==> src/hdl/jss_pkg.sv <==
// shared types and constants for the jtag scan shifter
package jss_pkg;

  localparam int unsigned ChunkMax = 8;
  localparam int unsigned CountW   = 4;
  localparam int unsigned TimerW   = 16;

  localparam logic [1:0] OP_SCAN     = 2'd0;
  localparam logic [1:0] OP_SCAN_OUT = 2'd1;
  localparam logic [1:0] OP_SCAN_IN  = 2'd2;
  localparam logic [1:0] OP_RUN_CLK  = 2'd3;

  // controller to datapath
  typedef struct packed {
    logic load;        // take a new chunk
    logic timer_load;  // restart half period count
    logic timer_dec;   // step the half period count down by one
    logic emit;        // finish one tck cycle, write the result register
  } cmd_t;

  // datapath to controller
  typedef struct packed {
    logic count_zero;  // incoming chunk has no bits
    logic timer_zero;  // half period done
    logic last_bit;    // current tck cycle is the last of the chunk
    logic out_free;    // result register can take a beat
  } status_t;

endpackage

==> src/hdl/jss_datapath.sv <==
// shift registers, pacing timer and result register of the jtag scan shifter
module jss_datapath (
  input  logic                        clk,
  input  logic                        rst,
  input  logic                        cfg_we,
  input  logic [jss_pkg::TimerW-1:0]  cfg_data,
  input  logic [23:0]                 s_axis_tdata,
  input  logic                        s_axis_tlast,
  input  logic [2:0]                  s_axis_tuser,
  input  logic                        m_axis_tready,
  output logic                        m_axis_tvalid,
  output logic [15:0]                 m_axis_tdata,
  output logic                        m_axis_tlast,
  output logic                        m_axis_tuser,
  input  jss_pkg::cmd_t               cmd,
  output jss_pkg::status_t            status
);

  logic [jss_pkg::TimerW-1:0] half_period;
  logic [jss_pkg::TimerW-1:0] edge_timer;
  logic [7:0]                 tx_shift;
  logic [7:0]                 rx_shift;
  logic [7:0]                 tdo_shift;
  logic [jss_pkg::CountW-1:0] bits_remaining;
  logic [jss_pkg::CountW-1:0] chunk_len;
  logic                       captures;
  logic                       tms_on_last;

  logic [1:0]                 in_opcode;
  logic [7:0]                 in_tx;
  logic [jss_pkg::CountW-1:0] in_count;
  logic [jss_pkg::CountW-1:0] in_count_sat;
  logic [7:0]                 in_tdo;
  logic                       in_drives;
  logic [7:0]                 rx_next;
  logic [jss_pkg::CountW-1:0] align_full;
  logic [2:0]                 align;
  logic [7:0]                 rx_aligned;
  logic                       is_last;

  assign in_opcode = s_axis_tuser[1:0];
  assign in_tx     = s_axis_tdata[7:0];
  assign in_count  = s_axis_tdata[11:8];
  assign in_tdo    = s_axis_tdata[19:12];
  assign in_drives = (in_opcode == jss_pkg::OP_SCAN) || (in_opcode == jss_pkg::OP_SCAN_OUT);
  assign in_count_sat = (in_count > jss_pkg::CountW'(jss_pkg::ChunkMax))
                        ? jss_pkg::CountW'(jss_pkg::ChunkMax) : in_count;

  assign is_last    = (bits_remaining == jss_pkg::CountW'(1));
  assign rx_next    = {tdo_shift[0], rx_shift[7:1]};
  assign align_full = jss_pkg::CountW'(jss_pkg::ChunkMax) - chunk_len;
  assign align      = align_full[2:0];
  assign rx_aligned = rx_next >> align;

  assign status.count_zero = (in_count == '0);
  assign status.timer_zero = (edge_timer == '0);
  assign status.last_bit   = is_last;
  assign status.out_free   = !m_axis_tvalid || m_axis_tready;

  always_ff @(posedge clk) begin
    if (rst) begin
      half_period <= '0;
    end else if (cfg_we) begin
      half_period <= cfg_data;
    end
  end

  always_ff @(posedge clk) begin
    if (rst) begin
      edge_timer <= '0;
    end else if (cmd.timer_load) begin
      edge_timer <= half_period;
    end else if (cmd.timer_dec) begin
      edge_timer <= edge_timer - jss_pkg::TimerW'(1);
    end
  end

  // chunk state
  always_ff @(posedge clk) begin
    if (rst) begin
      bits_remaining <= '0;
    end else if (cmd.load) begin
      bits_remaining <= in_count_sat;
    end else if (cmd.emit) begin
      bits_remaining <= bits_remaining - jss_pkg::CountW'(1);
    end
  end

  always_ff @(posedge clk) begin
    if (cmd.load) begin
      tx_shift    <= in_drives ? in_tx : 8'd0;
      rx_shift    <= '0;
      tdo_shift   <= in_tdo;
      chunk_len   <= in_count_sat;
      captures    <= (in_opcode == jss_pkg::OP_SCAN) || (in_opcode == jss_pkg::OP_SCAN_IN);
      tms_on_last <= s_axis_tlast && s_axis_tuser[2];
    end else if (cmd.emit) begin
      tx_shift  <= {1'b0, tx_shift[7:1]};
      rx_shift  <= rx_next;
      tdo_shift <= {1'b0, tdo_shift[7:1]};
    end
  end

  // result register
  always_ff @(posedge clk) begin
    if (rst) begin
      m_axis_tvalid <= 1'b0;
    end else if (cmd.emit) begin
      m_axis_tvalid <= 1'b1;
    end else if (m_axis_tready) begin
      m_axis_tvalid <= 1'b0;
    end
  end

  always_ff @(posedge clk) begin
    if (cmd.emit) begin
      m_axis_tdata <= {6'd0,
                       (is_last && captures) ? rx_aligned : 8'd0,
                       tms_on_last && is_last,
                       tx_shift[0]};
      m_axis_tlast <= is_last;
      m_axis_tuser <= is_last && captures;
    end
  end

endmodule

==> src/hdl/jss_ctrl.sv <==
// sequencer for chunk intake, tck half periods and result beats
module jss_ctrl (
  input  logic             clk,
  input  logic             rst,
  input  logic             s_axis_tvalid,
  output logic             s_axis_tready,
  input  jss_pkg::status_t status,
  output jss_pkg::cmd_t    cmd
);

  typedef enum logic [1:0] {
    ST_IDLE,
    ST_TCK_LOW,
    ST_TCK_HIGH,
    ST_EMIT
  } state_t;

  state_t state;
  state_t state_next;

  assign s_axis_tready = (state == ST_IDLE);

  always_comb begin
    state_next = state;
    cmd        = '0;
    unique case (state)
      ST_IDLE: begin
        if (s_axis_tvalid && !status.count_zero) begin
          cmd.load       = 1'b1;
          cmd.timer_load = 1'b1;
          state_next     = ST_TCK_LOW;
        end
      end
      ST_TCK_LOW: begin
        if (status.timer_zero) begin
          cmd.timer_load = 1'b1;
          state_next     = ST_TCK_HIGH;
        end else begin
          cmd.timer_dec = 1'b1;
        end
      end
      ST_TCK_HIGH: begin
        if (status.timer_zero) begin
          state_next = ST_EMIT;
        end else begin
          cmd.timer_dec = 1'b1;
        end
      end
      ST_EMIT: begin
        if (status.out_free) begin
          cmd.emit = 1'b1;
          if (status.last_bit) begin
            state_next = ST_IDLE;
          end else begin
            cmd.timer_load = 1'b1;
            state_next     = ST_TCK_LOW;
          end
        end
      end
      default: state_next = ST_IDLE;
    endcase
  end

  always_ff @(posedge clk) begin
    if (rst) begin
      state <= ST_IDLE;
    end else begin
      state <= state_next;
    end
  end

endmodule

==> src/hdl/jtag_scan_shifter.sv <==
// top level of the jtag scan shifter: controller and datapath
//
// usage: each slave beat is one chunk of 1..8 tck cycles. s_axis_tdata holds
// tx_byte, the tck count and tdo_bits, tlast marks the final chunk of a scan and
// tuser holds the opcode and the advance flag. for every tck cycle the block
// sends one master beat with the tdi and tms levels; the last beat of a chunk
// carries tlast, and for scan and scan-in also the captured tdo bits, right
// aligned, with tuser high. a chunk with zero bits is taken and dropped.
// timing: each tck cycle is a low half, a high half and a beat cycle; the
// half period counter sets the pace of both halves. one chunk is in work at
// a time; the next is taken once the previous chunk's last beat sits in the
// output register.
// stalls: while the receiver holds tready low the engine waits in its beat
// cycle, keeping the pending beat in the output register.
// reset: synchronous; clears the half period register (no pacing), the state
// machine and the output valid.
module jtag_scan_shifter (
  input  logic        clk,
  input  logic        rst,
  // configuration: half period in clock cycles
  input  logic        cfg_we,
  input  logic [15:0] cfg_data,
  // chunk input
  input  logic        s_axis_tvalid,
  output logic        s_axis_tready,
  input  logic [23:0] s_axis_tdata,  // tx_byte[7:0], tck_count[11:8], tdo_bits[19:12], zero[23:20]
  input  logic        s_axis_tlast,  // last_chunk
  input  logic [2:0]  s_axis_tuser,  // opcode[1:0], advance[2]
  // per tck cycle result
  output logic        m_axis_tvalid,
  input  logic        m_axis_tready,
  output logic [15:0] m_axis_tdata,  // tdi_level[0], tms_level[1], rx_byte[9:2], zero[15:10]
  output logic        m_axis_tlast,  // last
  output logic        m_axis_tuser   // rx_valid
);

  jss_pkg::cmd_t    cmd;
  jss_pkg::status_t status;

  // state machine: intake, half period pacing, beat hand-off
  jss_ctrl u_ctrl (
    .clk           (clk),
    .rst           (rst),
    .s_axis_tvalid (s_axis_tvalid),
    .s_axis_tready (s_axis_tready),
    .status        (status),
    .cmd           (cmd)
  );

  // shift registers, timer, config register and output register
  jss_datapath u_datapath (
    .clk           (clk),
    .rst           (rst),
    .cfg_we        (cfg_we),
    .cfg_data      (cfg_data),
    .s_axis_tdata  (s_axis_tdata),
    .s_axis_tlast  (s_axis_tlast),
    .s_axis_tuser  (s_axis_tuser),
    .m_axis_tready (m_axis_tready),
    .m_axis_tvalid (m_axis_tvalid),
    .m_axis_tdata  (m_axis_tdata),
    .m_axis_tlast  (m_axis_tlast),
    .m_axis_tuser  (m_axis_tuser),
    .cmd           (cmd),
    .status        (status)
  );

endmodule
==> config.mk <==
export PLATFORM = sky130hd
export DESIGN_NAME = jtag_scan_shifter
export DESIGN_NICKNAME = d
export VERILOG_FILES = /design/src/hdl/jss_pkg.sv /design/src/hdl/jss_datapath.sv /design/src/hdl/jss_ctrl.sv /design/src/hdl/jtag_scan_shifter.sv
export SDC_FILE = /design/constraint.sdc
export NUM_CORES = 1
export LEC_CHECK = 0
export BUFFER_PORTS_ARGS = -buffer_cell sky130_fd_sc_hd__buf_2
export CELL_PAD_IN_SITES_DETAIL_PLACEMENT = 1
export CELL_PAD_IN_SITES_GLOBAL_PLACEMENT = 2
export CORE_MARGIN = 1
export CORE_UTILIZATION = 32
export DETAILED_ROUTE_END_ITERATION = 6
export GPL_ROUTABILITY_DRIVEN = 0
export PLACE_DENSITY = 0.87
export SYNTH_ARGS = -nofsm -noshare
export SYNTH_HDL_FRONTEND = slang
export SYNTH_HIERARCHICAL = 1
export SYNTH_SLANG_ARGS = --single-unit
==> constraint.sdc <==
create_clock -name clk -period 2.55 [get_ports clk]
set_input_delay 0.255 -clock clk [delete_from_list [all_inputs] [get_ports clk]]
set_output_delay 0.255 -clock clk [all_outputs]
set_load 0.02 [all_outputs]
Word-level counts from Yosys, hierarchy flattened

Index checks and enable logic that the tools add are counted.

Input port bits: 49
Word-level logic and storage cells: 76
Register bits: 80
Output and inout port bits: 20

Eq/ne operators: 10
Add/subtract/negate cells: 3
Shift operators: 1
Reduce and logical (&&, ||, !) cells: 18
$lt $le $gt $ge: 1
Multiplexer cells: 28

Operator list:

| cell                                                                   | number |
|---|---|
| 8-bit two-way mux                                                      | 5 |
| 16-bit two-way mux                                                     | 2 |
| 16-bit zero test                                                       | 1 |
| 16-bit by 1-bit subtractor with 16-bit output (second input constant)  | 1 |
| 4-bit two-way mux                                                      | 3 |
| 1-bit two-way mux                                                      | 11 |
| 2-bit two-way mux                                                      | 5 |
| 2-bit one-hot mux with 4 select lines                                  | 1 |
| 8-bit by 3-bit right shift with 8-bit output                           | 1 |
| 2-bit equality test (second input constant)                            | 3 |
| 2-bit != test (second input constant)                                  | 3 |
| 2-bit nonzero test                                                     | 3 |
| 2-bit by 1-bit equality test with 1-bit output (second input constant) | 2 |
| 4-bit by 1-bit equality test with 1-bit output (second input constant) | 1 |
| 4-bit > comparator (second input constant)                             | 1 |
| 1-bit logical AND                                                      | 4 |
| 2-bit zero test                                                        | 2 |
| 4-bit zero test                                                        | 1 |
| 4-bit AND reduction                                                    | 1 |
| 4-bit by 1-bit subtractor with 4-bit output (second input constant)    | 1 |
| 1-bit logical OR                                                       | 3 |
| 1-bit one-hot mux with 3 select lines                                  | 1 |
| 1-bit by 3-bit subtractor with 3-bit output (first input constant)     | 1 |
| 1-bit zero test                                                        | 2 |
| other kinds (2)                                                        | 2 |

Depth between registers and ports, before layout

Depth after elaboration: 6
Mapped depth: 12
Mapped depth without buffers: 10

By module

Netlist, hierarchy kept.

By module, submodules not included:

| module       | area an instance (um2) | sequential area each (um2) | cells each | times used |
|---|---|---|---|---|
| jss_datapath | 3,484.6                | 1,871.8                    | 314        | 1 |
| jss_ctrl     | 255.2                  | 40.0                       | 30         | 1 |

Worst setup path before layout

OpenSTA, ideal clock, no wires.

Kind: register to register
From: reg u_datapath/edge_timer[2] (netlist bit)
To: reg u_datapath/edge_timer[4] (netlist bit)
Setup time: 0.091 ns
Arrival: 2.582 ns
Path slack: -0.122 ns
Cell stages (with the launch flop): 12
Clock period less this slack: 2.672 ns
Path through: dfxtp_1 or4_4 buf_6 or3_1 nor3_1 nand2_1 o21ai_0 o21ba_2 buf_4 clkinv_1 clkbuf_1 a311oi_1

RTL lines:

| item                   | RTL line           | text |
|---|---|---|
| start, declared        | jss_datapath.sv:20 | `logic [jss_pkg::TimerW-1:0] edge_timer;` |
| start signal, assigned | jss_datapath.sv:72 | `edge_timer <= half_period;` |
| start signal, assigned | jss_datapath.sv:74 | `edge_timer <= edge_timer - jss_pkg::TimerW'(1);` |

==> out/results.txt <==
register share of total power = 33.7%
WL/cell = 14.8 um
CP Launch Type = flip-flop
Filler cells = 1299
DP Cell Count = 544
post-DR vias/cell = 4.87
deepest clock path buffer count = 2
Final ANT Viol Nets = 0
# setup viols final = 0
power density over the cells = 1210 nW/um^2
Synth Warn # = 6
Worst Path Required = 2790 ps
GRT Total Usage = 14.7%
Hold Slack = 159 ps
synthesized cell area = 3740 um^2
Root Buffer = clkbuf_16
fin cells = 562
die area = 12100 um^2
worst vdd ir = 0.549 mV
Num CTS Buffers = 9
max_cap viols = 0
Yosys top cell by area = edfxtp_1
Final TNS setup = 0 ps
asr flop ratio synth = 0%
vias in the first global route = 2803
FP Rows = 39
CP max FO = 7
total global routing overflow = 0
#FFs+latches synth = 79
number of antenna violations at the first check in global routing = 0
Cell Area, Placed = 4240 um^2
Arr. time, crit path = 2630 ps
crit share post-route = 93.8%
Synth cell types = 50
max-slew violations = 0
Hold Fails Final Rpt = 0
top post-synthesis cells by area = edfxtp_1 (26%), dfxtp_1 (25%), mux2i_1 (9.1%)
count of port buffers added during placement = 58
Reg clk slew, reported paths = 60 ps
combinational power share = 40.5%
Clk Latency, worst-skew pair = 340 ps
Multi-input gate area = 1730 um^2
Int Pwr = 3720 uW
Sw Ratio = 34.2%
Post-synth top flop = dfxtp_1
fin nets = 472
syn_area_per_cell = 10.9 um^2
RSZ-0062 raised after global routing = no
Setup CP Type = flip-flop to flip-flop
status = finished, final reports clean
Detailed Route Iter0 Violations = 72
first-pass GRT wire length = 13500 um
diode count = 0
H-tree Lvls = 3
via count = 2739
Final Critical Period = 2390 ps
DRT Wirelength = 8320 um
Crit. End Element = flip-flop
Post-DP HPWL = 5870 um
Die Wd = 110 um
# IOs = 69
skew final = 8.45 ps
leakage power = 0.00192 uW
Post-synth EDFFs = 33
post-synth top area share = 26.5%
fin area = 4660 um^2
share of cells above drive strength 1 = 30.3%
TritonRoute pass-1 iters = 4
NetSw = 1930 uW
Die Y-Extent = 110 um
CORE AREA = 11400 um^2
Clk network pwr share = 25.8%
FF/Latch Area = 1910 um^2
Initial Utilization = 32.8%
post-synthesis sequential area ratio = 51.1%
Area Growth Syn to Fin = 24.7%
largest net degree at the start of global routing = 33
HP Class = input pin to flip-flop
Cells after Synth = 344
Residual DRC = 0
CTS sink cnt = 79
fmax = 418 MHz
clock tree from TritonCTS = yes
==> cells in the final DEF, fill, tap and decap left out, drive strengths merged, types with 10 or more instances in the layout <==
cell type  count
mux2i         34
nand2         15
nor2          50
xnor2         10
dfxtp         46
clkbuf        11
buf           77
a211oi        14
edfxtp        33
inv           17
==> flip-flops by register name, indices dropped and copies added, names as in the netlist, 2 cells and up <==
signal	count
u_datapath/tdo_shift	8
u_datapath/edge_timer	16
u_datapath/bits_remaining	4
u_datapath/rx_shift	7
u_datapath/chunk_len	3
u_datapath/tx_shift	8
u_datapath/half_period	16
u_ctrl/state	2
u_datapath/m_axis_tdata	10
==> metrics by stage <==
step                setup slack [ps]  utilization, %  power (uW)
floorplan                       6.62               -        3400
detailed placement             -5.90            37.2        3990
CTS                             3.73            40.6        5630
global placement                48.9            37.2        3880
finish                           157            40.8        5640
global route                    37.6            40.8        6000
==> final timing paths <==
| kind | from | end | slack (ps) | depth (start not counted) |
|---|---|---|---|---|
| setup / recovery | u_datapath/edge_timer[1]$_SDFFE_PP0P_ | u_datapath/edge_timer[3]$_SDFFE_PP0P_ | 160 | 8 |
| hold / removal | cfg_data[3] | u_datapath/half_period[3]$_SDFFE_PP0P_ | 160 | 3 |
| setup reg to reg | u_datapath/edge_timer[1]$_SDFFE_PP0P_ | u_datapath/edge_timer[3]$_SDFFE_PP0P_ | 160 | 8 |
| hold reg to reg | u_datapath/tx_shift[0]$_DFFE_PP_ | u_datapath/m_axis_tdata[0]$_DFFE_PP_ | 430 | 0 |
==> Yosys cell counts, drive strengths merged (2+ instances only) <==
cell type / instances
dfxtp: 46
a31oi: 2
nor2: 50
nand2: 15
or4: 4
buf: 11
mux4: 2
mux2: 7
nor4: 7
o21ba: 2
clkbuf: 12
nand2b: 4
a211oi: 14
ha: 9
inv: 16
a21oi: 6
a22o: 7
mux2i: 34
or3: 5
and2: 4
nor2b: 7
xnor2: 10
o31ai: 2
nor3: 7
o21ai: 3
and3: 2
or4b: 2
a311oi: 4
edfxtp: 33
xor2: 4
==> per-layer routing <==
layer	vias up	wire length (um)	global-route usage, %
li1	1354	-	-
met2	51	4200	26.0
met1	1324	3700	17.0
met4	0	98	4.79
met3	10	324	4.12
met5	-	0	0
==> layout make-up <==
cell class / count / area share [%]
multi-input cells: 230 / 37.1
well taps: 143 / 3.84
flip-flops and latches: 79 / 41.0
inverters: 17 / 1.42
clock inverters: 5 / 2.28
repair buffers: 77 / 9.36
clock buffers: 11 / 4.99
==> worst max-delay path, stage by stage, from the launching register on <==
cell	delay [ps]
dfxtp_2	350
inv_1	60
ha_1	210
or4b_4	230
nor3_4	40
and2b_4	290
or3b_4	420
or3_2	410
a311oi_1	270
==> repair_timing <==
action / in CTS / in global routing
buffers inserted: 3 / 0
pin swaps: 3 / 4
resized for setup: 7 / 11
endpoints found under the setup margin: 3 / 17
hold buffers: 0 / 0
==> power by group through the flow <==
stage          Combinational (uW)  Sequential, uW  Clock (uW)
2_1_floorplan                1520            1880           0
3_3_place_gp                 1990            1890           0
3_5_place_dp                 2070            1920           0
4_1_cts                      2220            1900        1510
5_1_grt                      2510            1940        1560
6_report                     2290            1900        1460
==> cells by family (layout without fill, tap and decap cells) <==
| group | after synthesis | count (layout) | share of synthesized area, % |
|---|---|---|---|
| AND/OR/NAND/NOR | 115 | 115 | 16.0 |
| flip-flops | 79 | 79 | 51.1 |
| AO/OA/AOI/OAI | 43 | 43 | 9.03 |
| multiplexers | 43 | 43 | 12.4 |
| buffers and inverters | 40 | 110 | 5.02 |
| XOR/XNOR | 14 | 14 | 3.28 |
| adder cells (fa/ha/maj) | 9 | 9 | 3.01 |
| other | 1 | 6 | 0.100 |
No activity file was read; power rests on OpenSTA's default activity.
